[src/rtl/sur_pkg.sv]
// ----------------------------------------------------------------------------
// sur_pkg
// Shared types and constants of the serial update receiver.
// ----------------------------------------------------------------------------
package sur_pkg;

	localparam logic [7:0] SYNC0     = 8'hA5;
	localparam logic [7:0] SYNC1     = 8'h5A;
	localparam logic [7:0] CH_BANG   = 8'h21;	// '!'
	localparam logic [7:0] CH_STAR   = 8'h2A;	// '*'
	localparam logic [7:0] CH_HASH   = 8'h23;	// '#'

	localparam logic CFG_BASE = 1'b0;
	localparam logic CFG_MAX  = 1'b1;

	typedef enum logic [1:0] {
		K_TX    = 2'd0,
		K_ERASE = 2'd1,
		K_WRITE = 2'd2,
		K_DONE  = 2'd3
	} kind_t;

	typedef enum logic [2:0] {
		EM_ACK,
		EM_NAK,
		EM_ERASE,
		EM_WORD,
		EM_DONE
	} emit_t;

	typedef struct packed {
		logic  emit;
		emit_t emit_sel;
		logic  last;
		logic  set_len;
		logic  take_data;
		logic  pk_read;
		logic  pg_copy;
		logic  pg_read;
		logic  pg_clear;
		logic  set_finished;
	} cmd_t;

	typedef struct packed {
		logic pkt_done;
		logic tl_zero;
		logic len_over;
		logic sum_ok;
		logic off_match;
		logic flush;
		logic erase;
		logic complete;
		logic copy_last;
		logic out_free;
	} status_t;

endpackage

[src/rtl/serial_update_receiver.sv]
// ----------------------------------------------------------------------------
// serial_update_receiver
// Firmware-update link receiver: sync, framing, checksum, paging to flash.
// ----------------------------------------------------------------------------
//
//  channel | dir | handshake         | payload
//  --------+-----+-------------------+------------------------------------------
//  s_      | in  | s_tvalid/s_tready | s_tdata[7:0] rx_byte
//  m_      | out | m_tvalid/m_tready | m_tdata tx/addr/word, m_tuser kind, m_tlast
//  cfg_    | in  | cfg_we            | cfg_index, cfg_wdata
//
//  Bytes that do not end a packet are taken while the sequencer is idle. A
//  packet end runs an evaluation step, a read and a write per data byte
//  copied through the packet memory's registered read port, an erase when
//  due, a read and an emit per flash word on the page memory's single read
//  port, then the ack or nak bytes. After reset a clearing pass fills the
//  PAGE_BYTES/8 page words with 0xFF before the first item is taken. Output
//  stalls hold the sequencer. PAGE_BYTES and SECTOR_BYTES are powers of two.
//
module serial_update_receiver import sur_pkg::*; #(
	parameter int PACKET_BYTES = 16,
	parameter int PAGE_BYTES   = 256,
	parameter int SECTOR_BYTES = 8192
) (
	input  logic         clk,
	input  logic         arst_n,
	input  logic         s_tvalid,
	output logic         s_tready,
	input  logic [7:0]   s_tdata,	// [7:0] rx_byte
	output logic         m_tvalid,
	input  logic         m_tready,
	output logic [103:0] m_tdata,	// [7:0] tx_byte, [39:8] flash_address, [103:40] write_word
	output logic [1:0]   m_tuser,	// [1:0] kind
	output logic         m_tlast,
	input  logic         cfg_we,
	input  logic         cfg_index,
	input  logic [31:0]  cfg_wdata
);

	// step counter covers page offsets, word indexes and packet data indexes
	localparam int SW = $clog2(PAGE_BYTES);

	cmd_t          cmd;
	status_t       status;
	logic [SW-1:0] step;
	logic [7:0]    out_tx;
	logic [31:0]   out_addr;
	logic [63:0]   out_word;

	sur_ctrl #(
		.PAGE_BYTES (PAGE_BYTES),
		.SW         (SW)
	) u_ctrl (
		.clk      (clk),
		.arst_n   (arst_n),
		.status   (status),
		.cmd      (cmd),
		.step     (step),
		.in_ready (s_tready)
	);

	// a byte counts once both sides of the input handshake are high
	sur_datapath #(
		.PACKET_BYTES (PACKET_BYTES),
		.PAGE_BYTES   (PAGE_BYTES),
		.SECTOR_BYTES (SECTOR_BYTES),
		.SW           (SW)
	) u_dp (
		.clk       (clk),
		.arst_n    (arst_n),
		.cfg_we    (cfg_we),
		.cfg_index (cfg_index),
		.cfg_wdata (cfg_wdata),
		.in_accept (s_tvalid && s_tready),
		.rx_byte   (s_tdata),
		.cmd       (cmd),
		.step      (step),
		.status    (status),
		.out_valid (m_tvalid),
		.out_ready (m_tready),
		.out_kind  (m_tuser),
		.out_tx    (out_tx),
		.out_addr  (out_addr),
		.out_word  (out_word),
		.out_last  (m_tlast)
	);

	assign m_tdata = {out_word, out_addr, out_tx};

endmodule

[src/rtl/sur_datapath.sv]
// ----------------------------------------------------------------------------
// sur_datapath
// Byte capture, packet and page memories, offset math and result register.
// ----------------------------------------------------------------------------
module sur_datapath import sur_pkg::*; #(
	parameter int PACKET_BYTES = 16,
	parameter int PAGE_BYTES   = 256,
	parameter int SECTOR_BYTES = 8192,
	parameter int SW           = 8
) (
	input  logic          clk,
	input  logic          arst_n,
	input  logic          cfg_we,
	input  logic          cfg_index,
	input  logic [31:0]   cfg_wdata,
	input  logic          in_accept,
	input  logic [7:0]    rx_byte,
	input  cmd_t          cmd,
	input  logic [SW-1:0] step,
	output status_t       status,
	output logic          out_valid,
	input  logic          out_ready,
	output logic [1:0]    out_kind,
	output logic [7:0]    out_tx,
	output logic [31:0]   out_addr,
	output logic [63:0]   out_word,
	output logic          out_last
);

	localparam int BCW = $clog2(PACKET_BYTES + 1);
	localparam int DD  = PACKET_BYTES - 8;
	localparam int DW  = $clog2(DD);
	localparam int LP  = $clog2(PAGE_BYTES);
	localparam int WN  = PAGE_BYTES / 8;
	localparam int WA  = $clog2(WN);
	localparam int SL  = $clog2(SECTOR_BYTES);

	logic [31:0]    base_q, max_q, tl_q, no_q, dst_q;
	logic [BCW-1:0] bc_q, cnt_q, idx, bc1, dlen;
	logic [63:0]    hdr_q;
	logic [7:0]     prev_q, pkt_rd_q;
	logic [15:0]    sum_q;
	logic           finished_q, flush_q, out_valid_q;
	logic [LP-1:0]  pidx_q;
	logic [LP:0]    pos, idx_end;
	logic [63:0]    page_rd_q;
	logic [32:0]    reach;
	logic           sync_bad, done, take;

	logic [7:0]  pkt_mem  [DD];
	logic [63:0] page_mem [WN];

	assign take = in_accept && !finished_q;
	assign dlen = cnt_q - BCW'(8);

	always_comb begin
		idx      = (bc_q >= BCW'(PACKET_BYTES)) ? '0 : bc_q;
		bc1      = idx + BCW'(1);
		sync_bad = (idx == BCW'(1)) && (hdr_q[7:0] != SYNC0 || rx_byte != SYNC1);
		// offset reached by this packet, wrapping at 32 bits
		reach    = {1'b0, no_q + 32'(bc1) - 32'd8};
		done     = !sync_bad && ((tl_q == '0 && bc1 == BCW'(6)) ||
		           (bc1 > BCW'(8) && {1'b0, tl_q} <= reach) ||
		           bc1 >= BCW'(PACKET_BYTES));
		pos      = {1'b0, pidx_q} + (LP+1)'(step);
		idx_end  = {1'b0, no_q[LP-1:0]} + (LP+1)'(dlen);
	end

	always_ff @(posedge clk or negedge arst_n) begin
		if (!arst_n) begin
			base_q     <= 32'd557056;
			max_q      <= 32'd131064;
			bc_q       <= '0;
			tl_q       <= '0;
			no_q       <= '0;
			finished_q <= 1'b0;
		end else begin
			if (cfg_we) begin
				unique case (cfg_index)
					CFG_BASE: base_q <= cfg_wdata;
					CFG_MAX:  max_q  <= cfg_wdata;
					default:  ;
				endcase
			end
			if (take)
				bc_q <= (sync_bad || done) ? '0 : bc1;
			if (cmd.set_len)
				tl_q <= hdr_q[47:16];
			if (cmd.take_data)
				no_q <= no_q + 32'(dlen);
			if (cmd.set_finished)
				finished_q <= 1'b1;
		end
	end

	// header bytes, running halfword sum, packet length
	always_ff @(posedge clk) begin
		if (take) begin
			prev_q <= rx_byte;
			if (idx < BCW'(8))
				hdr_q[idx[2:0]*8 +: 8] <= rx_byte;
			if (idx == '0)
				sum_q <= '0;
			else if (idx >= BCW'(5) && idx[0])
				sum_q <= sum_q + {rx_byte, prev_q};
			if (done)
				cnt_q <= bc1;
			if (idx >= BCW'(8))
				pkt_mem[DW'(idx - BCW'(8))] <= rx_byte;
		end
		if (cmd.pk_read)
			pkt_rd_q <= pkt_mem[step[DW-1:0]];
		if (cmd.take_data) begin
			pidx_q  <= no_q[LP-1:0];
			flush_q <= (idx_end == (LP+1)'(PAGE_BYTES)) ||
			           (no_q + 32'(dlen) >= tl_q);
			dst_q   <= base_q + {no_q[31:LP], {LP{1'b0}}};
		end
	end

	// page buffer: word wide, byte writes during copy, word clears
	always_ff @(posedge clk) begin
		if (cmd.pg_read)
			page_rd_q <= page_mem[step[WA-1:0]];
		if (cmd.pg_clear)
			page_mem[step[WA-1:0]] <= '1;
		else if (cmd.pg_copy && pos < (LP+1)'(PAGE_BYTES))
			page_mem[pos[LP-1:3]][pos[2:0]*8 +: 8] <= pkt_rd_q;
	end

	always_comb begin
		status.pkt_done  = take && done;
		status.tl_zero   = (tl_q == '0);
		status.len_over  = (hdr_q[47:16] > max_q);
		status.sum_ok    = (sum_q == hdr_q[31:16]);
		status.off_match = (hdr_q[63:32] == no_q);
		status.flush     = flush_q;
		status.erase     = (dst_q[SL-1:0] == '0);
		status.complete  = (no_q >= tl_q);
		status.copy_last = (step == SW'(dlen - BCW'(1)));
		status.out_free  = !out_valid_q || out_ready;
	end

	// result register
	always_ff @(posedge clk or negedge arst_n) begin
		if (!arst_n)
			out_valid_q <= 1'b0;
		else if (cmd.emit)
			out_valid_q <= 1'b1;
		else if (out_ready)
			out_valid_q <= 1'b0;
	end

	always_ff @(posedge clk) begin
		if (cmd.emit) begin
			out_kind <= K_TX;
			out_tx   <= '0;
			out_addr <= '0;
			out_word <= '0;
			out_last <= cmd.last;
			unique case (cmd.emit_sel)
				EM_ACK: begin
					unique case (step[2:0])
						3'd0:    out_tx <= CH_HASH;
						3'd1:    out_tx <= no_q[7:0];
						3'd2:    out_tx <= no_q[15:8];
						3'd3:    out_tx <= no_q[23:16];
						default: out_tx <= no_q[31:24];
					endcase
				end
				EM_NAK:   out_tx <= (step[1:0] == 2'd3) ? CH_STAR : CH_BANG;
				EM_ERASE: begin
					out_kind <= K_ERASE;
					out_addr <= dst_q;
				end
				EM_WORD: begin
					out_kind <= K_WRITE;
					out_addr <= dst_q + {(32-SW-3)'(0), step, 3'b000};
					out_word <= page_rd_q;
				end
				EM_DONE:  out_kind <= K_DONE;
				default:  ;
			endcase
		end
	end

	assign out_valid = out_valid_q;

`ifndef ASSERT_OFF
	a_emit_free: assert property (@(posedge clk) disable iff (!arst_n)
		cmd.emit |-> status.out_free) else $error("result overwritten");
	a_fin_hold: assert property (@(posedge clk) disable iff (!arst_n)
		finished_q |=> finished_q) else $error("finished flag dropped");
	a_fin_idle: assert property (@(posedge clk) disable iff (!arst_n)
		(in_accept && finished_q) |=> $stable(bc_q)) else $error("byte taken after finish");
	a_len_once: assert property (@(posedge clk) disable iff (!arst_n)
		cmd.set_len |-> tl_q == '0) else $error("length set twice");
`endif

endmodule

[src/rtl/sur_ctrl.sv]
// ----------------------------------------------------------------------------
// sur_ctrl
// Sequencer: clear sweep, packet evaluation, copy, flush, ack and nak emission, completion.
// ----------------------------------------------------------------------------
module sur_ctrl import sur_pkg::*; #(
	parameter int PAGE_BYTES = 256,
	parameter int SW         = 8
) (
	input  logic          clk,
	input  logic          arst_n,
	input  status_t       status,
	output cmd_t          cmd,
	output logic [SW-1:0] step,
	output logic          in_ready
);

	localparam int WN = PAGE_BYTES / 8;

	typedef enum logic [10:0] {
		S_CLEAR   = 11'b00000000001,
		S_IDLE    = 11'b00000000010,
		S_EVAL    = 11'b00000000100,
		S_COPY_RD = 11'b00000001000,
		S_COPY_WR = 11'b00000010000,
		S_ERASE   = 11'b00000100000,
		S_FL_RD   = 11'b00001000000,
		S_FL_EMIT = 11'b00010000000,
		S_ACK     = 11'b00100000000,
		S_NAK     = 11'b01000000000,
		S_FIN     = 11'b10000000000
	} state_t;

	state_t        state_q, state_d;
	logic [SW-1:0] step_q, step_d;
	logic          chk_q, chk_d;
	logic          word_last;

	assign word_last = (step_q == SW'(WN - 1));

	always_comb begin
		state_d = state_q;
		step_d  = step_q;
		chk_d   = chk_q;
		cmd     = '0;
		unique case (state_q)
			S_CLEAR: begin
				cmd.pg_clear = 1'b1;
				step_d = step_q + SW'(1);
				if (word_last) begin
					step_d  = '0;
					state_d = S_IDLE;
				end
			end
			S_IDLE: begin
				if (status.pkt_done)
					state_d = S_EVAL;
			end
			S_EVAL: begin
				step_d = '0;
				chk_d  = 1'b0;
				if (status.tl_zero) begin
					if (status.len_over)
						state_d = S_NAK;
					else begin
						cmd.set_len = 1'b1;
						state_d = S_ACK;
					end
				end else if (!status.sum_ok)
					state_d = S_ACK;
				else if (status.off_match) begin
					cmd.take_data = 1'b1;
					chk_d   = 1'b1;
					state_d = S_COPY_RD;
				end else begin
					chk_d   = 1'b1;
					state_d = S_ACK;
				end
			end
			S_COPY_RD: begin
				cmd.pk_read = 1'b1;
				state_d = S_COPY_WR;
			end
			S_COPY_WR: begin
				cmd.pg_copy = 1'b1;
				if (status.copy_last) begin
					step_d = '0;
					if (!status.flush)
						state_d = S_ACK;
					else if (status.erase)
						state_d = S_ERASE;
					else
						state_d = S_FL_RD;
				end else begin
					step_d  = step_q + SW'(1);
					state_d = S_COPY_RD;
				end
			end
			S_ERASE: begin
				if (status.out_free) begin
					cmd.emit     = 1'b1;
					cmd.emit_sel = EM_ERASE;
					state_d      = S_FL_RD;
				end
			end
			S_FL_RD: begin
				cmd.pg_read = 1'b1;
				state_d = S_FL_EMIT;
			end
			S_FL_EMIT: begin
				if (status.out_free) begin
					cmd.emit     = 1'b1;
					cmd.emit_sel = EM_WORD;
					cmd.pg_clear = 1'b1;
					if (word_last) begin
						step_d  = '0;
						state_d = S_ACK;
					end else begin
						step_d  = step_q + SW'(1);
						state_d = S_FL_RD;
					end
				end
			end
			S_ACK: begin
				if (status.out_free) begin
					cmd.emit     = 1'b1;
					cmd.emit_sel = EM_ACK;
					cmd.last     = (step_q == SW'(4)) && !(chk_q && status.complete);
					step_d       = step_q + SW'(1);
					if (step_q == SW'(4)) begin
						step_d  = '0;
						state_d = (chk_q && status.complete) ? S_FIN : S_IDLE;
					end
				end
			end
			S_NAK: begin
				if (status.out_free) begin
					cmd.emit     = 1'b1;
					cmd.emit_sel = EM_NAK;
					cmd.last     = (step_q == SW'(3));
					step_d       = step_q + SW'(1);
					if (step_q == SW'(3)) begin
						step_d  = '0;
						state_d = S_IDLE;
					end
				end
			end
			S_FIN: begin
				if (status.out_free) begin
					cmd.emit         = 1'b1;
					cmd.emit_sel     = EM_DONE;
					cmd.last         = 1'b1;
					cmd.set_finished = 1'b1;
					state_d          = S_IDLE;
				end
			end
			default: state_d = S_IDLE;
		endcase
	end

	always_ff @(posedge clk or negedge arst_n) begin
		if (!arst_n) begin
			state_q <= S_CLEAR;
			step_q  <= '0;
			chk_q   <= 1'b0;
		end else begin
			state_q <= state_d;
			step_q  <= step_d;
			chk_q   <= chk_d;
		end
	end

	assign step     = step_q;
	assign in_ready = (state_q == S_IDLE);

`ifndef ASSERT_OFF
	a_busy: assert property (@(posedge clk) disable iff (!arst_n)
		(state_q != S_IDLE) |-> !status.pkt_done) else $error("byte taken while busy");
	a_eval_once: assert property (@(posedge clk) disable iff (!arst_n)
		(state_q == S_EVAL) |=> (state_q != S_EVAL)) else $error("evaluation repeated");
	a_fin_chk: assert property (@(posedge clk) disable iff (!arst_n)
		(state_q == S_FIN) |-> chk_q) else $error("completion without data packet");
`endif

endmodule

[config.mk]
export PLATFORM = sky130hd
export DESIGN_NAME = serial_update_receiver
export DESIGN_NICKNAME = d
export VERILOG_FILES = /design/src/rtl/sur_pkg.sv /design/src/rtl/serial_update_receiver.sv /design/src/rtl/sur_datapath.sv /design/src/rtl/sur_ctrl.sv
export SDC_FILE = /design/constraint.sdc
export NUM_CORES = 2
export LEC_CHECK = 0
export CAP_MARGIN = 20
export CORE_UTILIZATION = 65
export DETAILED_ROUTE_END_ITERATION = 10
export DONT_BUFFER_PORTS = 1
export PLACE_DENSITY = 0.83
export SYNTH_ARGS = -nofsm -noshare
export SYNTH_HDL_FRONTEND = slang
export SYNTH_SLANG_ARGS = --single-unit
[constraint.sdc]
create_clock -name clk -period 13.6 [get_ports clk]
set_clock_uncertainty 0.05 [all_clocks]
set_input_delay 0.68 -clock clk [delete_from_list [all_inputs] [get_ports clk]]
set_output_delay 0.68 -clock clk [all_outputs]
set_load 0.02 [all_outputs]
-- After elaboration in Yosys (flattened, before gate mapping)
Memory sizes are Yosys's and may differ from the RTL's. A register that Yosys moved wholly into a read port is not among the register bits.
Index checks and enable logic that the tools add are counted.
- register bits: 396
- bits in writable memories: 2112
- logic and storage cells: 201
- memories: 2
- add/subtract/negate cells: 15
- $lt $le $gt $ge: 11
- eq/ne operators: 39
- shift-type cells: 4
- muxes and demuxes: 70
- bitwise gates (word level): 1
- reductions and logical operators: 37
- memory list (name ; words ; bits a word ; read ports ; clocked after Yosys merged registers in ; write ports ; line ; text):
    u_dp.page_mem ; 32 ; 64 ; 1 ; 1 ; 1 ; sur_datapath.sv:51 ; logic [63:0] page_mem [WN];
    u_dp.pkt_mem ; 8 ; 8 ; 1 ; 1 ; 1 ; sur_datapath.sv:50 ; logic [7:0] pkt_mem [DD];
- operators with widths (cell ; count):
    $mux W64 ; 3
    $mux W11 ; 14
    $shift A8 B34 Y64 const A ; 2
    $shiftx A8 B34 Y64 ; 2
    $pmux W11 S11 ; 1
    $neg A6 Y34 ; 2
    $add A32 B5 Y32 ; 2
    $bwmux W64 ; 1
    $ge A32 B32 Y1 ; 2
    $pmux W32 S2 ; 1
    $reduce_or A64 Y1 ; 1
    $mux W8 ; 7
    $pmux W8 S6 ; 1
    $add A32 B11 Y32 ; 1
    $add A32 B32 Y32 ; 1
    $eq A32 B32 Y1 ; 1
    $gt A32 B32 Y1 ; 1
    $le A32 B32 Y1 ; 1
    $logic_not A32 Y1 ; 1
    $pmux W8 S4 ; 1
    $sub A32 B4 Y32 const B ; 1
    $mux W5 ; 6
    $mux W1 ; 21
    $pmux W4 S5 ; 1
    63 further kinds ; 102

-- Depth between registers and ports, before layout
- depth in word-level cells: 13
- gate-level depth with buffers: 27
- depth with buffers taken out: 27

-- Hierarchy
A second synthesis with hierarchy kept.
- cells, all modules: 5823
- area, all modules: 108356.4 um^2
- by module, submodules not included (module ; instances ; cells an instance ; area each (um^2) ; seq. area each (um^2)):
    sur_datapath ; 1 ; 5645 ; 106837.5 ; 75977.9
    sur_ctrl ; 1 ; 177 ; 1512.7 ; 501.7
    serial_update_receiver ; 1 ; 1 ; 6.3 ; 0.0

-- Least setup slack after synthesis
OpenSTA, ideal clock, no wires.
- kind: flip-flop to flip-flop
- from: register u_ctrl.state_q[7]
- to: register u_ctrl.state_q[8]
- library setup time: 66 ps
- arrival: 7908 ps
- slack: 5576 ps
- cell stages (with the launch flop): 9
- path buffers: 1
- cells stage by stage: dfrtp_1 > buf_2 > nor3_2 > nand3_1 > nor4_1 > or4_1 > nor2_1 > inv_1 > a41o_1
- longest elaborated chain between the ends: 6
- elaborated cells on any way between the ends: 25
- classes of those cells: eq/ne (20); mux (1); reduce/logical (4)
- ends and longest elaborated chain (what ; line ; text):
    start: declaration ; sur_ctrl.sv:33 ; state_t state_q, state_d;
    start signal: assignment ; sur_ctrl.sv:166 ; state_q <= state_d;
    $eq A11 B2 Y1 ; sur_ctrl.sv:45, sur_ctrl.sv:173 ;
    $logic_and A1 B1 Y1 ; serial_update_receiver.sv:74 ; .in_accept (s_tvalid && s_tready),
    $logic_and A1 B1 Y1 ; sur_datapath.sv:53 ; assign take = in_accept && !finished_q;
    $logic_and A1 B1 Y1 ; sur_datapath.sv:132 ; status.pkt_done = take && done;
    $ne A2 B1 Y1 (no source line) ; n/a ;
    $reduce_and A9 Y1 (no source line) ; n/a ;
Several ways; a longest one is shown, not always the timed one.
A chain may end at the register's enable or synchronous reset.

==> summary.md <==
| Metric | Value |
|---|---|
| Peak Freq | 136 MHz |
| Share of cells above drive strength 1 | between 10% and 20% |
| Core ar. | 165,000 sq um |
| Final period util | between 50% and 60% |
| # clock sinks | roughly 2.6k |
| Via Count | 62.2k |
| Fin crit period | ~7.4 ns |
| Max Slew Vio Count | 0 |
| Worst Tran Pin Value | ~1.2 ns |
| Drt first-iter violations | about 9.7k |
| Syn Area/Cell | around 18 sq um |
| Seq cells post-synth | 2,572 |
| RD Place Congestion | a little over 0.9 |
| Hold slack | around 0.12 ns |
| Max Root-Sink Buffers | 3 |
| Distinct cells, synth | 94 |
| Setup TNS | 0 ns |
| Final WL | roughly 310 mm |
| CP required | 14.33 ns |
| Sequential share of the synthesized area | between 70% and 80% |
| Worst Setup Slack, final | 6.24 ns |
| Pre-Repair DR Iteration Count | 9 |
| FFs w/ async S/R, synth | around 6.0% |
| P&R area growth vs syn | 10.8% |
| Hold Crit Class | in -> reg |
| Element type at the critical path start | register |
| Number of setup violations in the final report | 0 |
| Final Hold Fails | 0 |
| Slew headroom | a little under a fifth |
| Total power draw | between 15 and 20 mW |
| Leading cell types in the layout, fill and taps excluded | edfxtp_1, mux4_2, nand2_1, nor2_1, ha_1 |
| Slowest-stage cell, CP | fa_1 |
| Cts repair resizes | 0 |
| CTS tree | built |
| RSZ-0062 raised after global routing | no |
| # fillers | between 8k and 9k |
| Mapped Cells | 6,008 |
| Mapped Area | roughly 110,000 sq um |
| Initial Util | approximately two thirds |
| Clock latency on the worst-skew pair | about 0.94 ns |
| Status | finished with violations |
| PD cells | between 150 and 200 nW/um^2 |
| First-pass GRT wire length | 430 mm |
| Crit path DAT | 8.09 ns |
| Buffers on Ports | 0 |
| Total of max-cap violations | 0 |
| Post-synth EDFFs | roughly 2.4k |
| Prevailing post-synth register cell | edfxtp_1 |
| Chip width | around 400 microns |
| Synth Net Count | ~6.3k |
| Multi-input logic area | 30,400 sq um |
| CP Class | reg -> reg |
| Pre-CTS setup slack | roughly 6.4 ns |
| Pin count of the biggest net entering global routing | about 160 |
| Commonest non-fill, non-tap cell in the layout | edfxtp_1 |
| Die area | ~170,000 sq um |
| Crit. End Element | register |
| FF+latch area | approximately 76,000 sq um |
| Number of global-route vias before repair | roughly 61k |
| IO Pins | ~160 |
| H-tree depth | 4 |
| CTS buffer count | approximately 240 |
| Worst VDD drop | ~190 uV |
| Row cnt | around 150 |
| Clock edge transition at the registers on the reported setup and hold paths | about 0.060 ns |
| Gr usage total | 35.8% |
| Nets | 6,439 |
| Crit-path max cell delay | about 0.47 ns |
| WL/cell | ~37 microns |
| Post-detail-place hpwl | roughly 170 mm |
| Clock Root Buffer | clkbuf_16 |
| Yosys warning count | 0 |
| Pleak | ~34 nW |
| GRT overflow | 0 |
| Final Util | between 70% and 80% |
| Detailed-route vias per instance | between 7 and 8 |
| Initial antenna violation count | 12 |
| Failing checks | design-rule violations |
| Critical path peak fanout | 10 |
| Antenna violation net count after detailed routing | 0 |
| Die height | approximately 400 microns |
| Drt drc | 18 |
cells in the mapped netlist, types with 14 or more instances:
cell type  count  area share, %
a211oi_1      18           0.12
a21o_1       174            1.2
a21oi_1      105           0.48
and2_1        69           0.40
and3_1        76           0.44
buf_1         80           0.28
buf_2         30           0.14
clkbuf_1     158           0.55
dfrtp_1      138            3.2
dfstp_2       17           0.41
edfxtp_1    2417             67
ha_1         261            3.0
inv_1        164           0.57
mux2_2        65           0.67
mux4_2       656             14
nand2_1      411            1.4
nand2b_1      16          0.092
nand3_1       45           0.21
nand4_1       49           0.28
nor2_1       401            1.4
nor2b_1       38           0.22
nor3_1        50           0.23
nor4_1        39           0.22
o21ai_0       67           0.31
o21bai_1      14          0.097
or3_1         23           0.13
xnor2_1      122           0.98
xor2_1        80           0.65
flip-flops by register name (all words and copies together) (netlist names), 56 cells and up:
signal and flops:
u_dp.out_word 64, u_dp.pkt_mem 64, u_dp.hdr_q 56, u_dp.page_mem 2048, u_dp.page_rd_q 64
path summary, 6_finish.rpt:
| path | from | endpoint | slack (ns) | cells after the start |
|---|---|---|---|---|
| setup / recovery | u_dp.bc_q[0] | u_ctrl.state_q[10] | 6.24 | 25 |
| hold / removal | s_tdata[7] | u_dp.sum_q[15] | 0.12 | 3 |
| setup reg to reg | u_dp.bc_q[0] | u_ctrl.state_q[10] | 6.24 | 25 |
| hold reg to reg | u_dp.base_q[6] | u_dp.dst_q[6] | 0.40 | 0 |
| max in group asynchronous | arst_n | u_ctrl.step[4] | 12.33 | 2 |
| min in group asynchronous | arst_n | u_dp.base_q[2] | 0.41 | 2 |
routing by layer:
| layer | wire length [microns] | global-route usage (%) |
|---|---|---|
| met3 | 35200 | 6.63 |
| met1 | 105000 | 47.5 |
| met5 | 56 | 0 |
| met4 | 18500 | 15.9 |
| met2 | 156000 | 58.6 |
final cells by class:
class                   count  area share, %
flip-flops and latches   2572           63.6
well taps                2189           2.28
clock inverters           154           1.30
clock buffers             289           5.18
diodes                      8         0.0166
inverters                 171          0.541
multi-input cells        2996           25.3
repair buffers            147           1.77
worst max-delay path: cells and delay by family (launching register included):
kind                       cells  cell delay, ns
AOI/OAI and AO/OA              9            2.45
adders and majority gates      4            1.22
buffers and inverters          1            0.14
DFF                            1            0.45
muxes                          1            0.32
and+or+nand+nor               10            2.59
power by group:
group | leakage (nW) | internal [mW] | switching [mW] | total [mW]
combinational | 12.9 | 1.16 | 2.06 | 3.22
clock | 3.81 | 3.74 | 3.20 | 6.95
sequential | 16.9 | 8.75 | 0.258 | 9.01
kinds of logic after synthesis:
| family | Yosys count | synth area share [%] |
|---|---|---|
| buffers and inverters | 440 | 1.56 |
| muxes | 733 | 14.4 |
| DFF | 2572 | 70.5 |
| and+or+nand+nor | 1277 | 5.50 |
| adders and majority gates | 267 | 3.12 |
| xor gates and xnor gates | 202 | 1.63 |
| AOI/OAI and AO/OA | 517 | 3.31 |
metrics by stage:
| stage | cell area (sq um) | instances |
|---|---|---|
| after CTS | 119000 | 8472 |
| after floorplan | 109000 | 6008 |
| after detailed placement | 111000 | 7987 |
| after global placement | 111000 | 7987 |
| final | 120000 | 8526 |
| after global routing | 120000 | 8519 |
repair_timing:
item                                   CTS  global route
setup endpoints to repair                0             0
buffers inserted                         0             0
endpoints found under the hold margin  347             0
hold buffers                            42             0
Note: power is estimated with default switching activity, not from simulation.
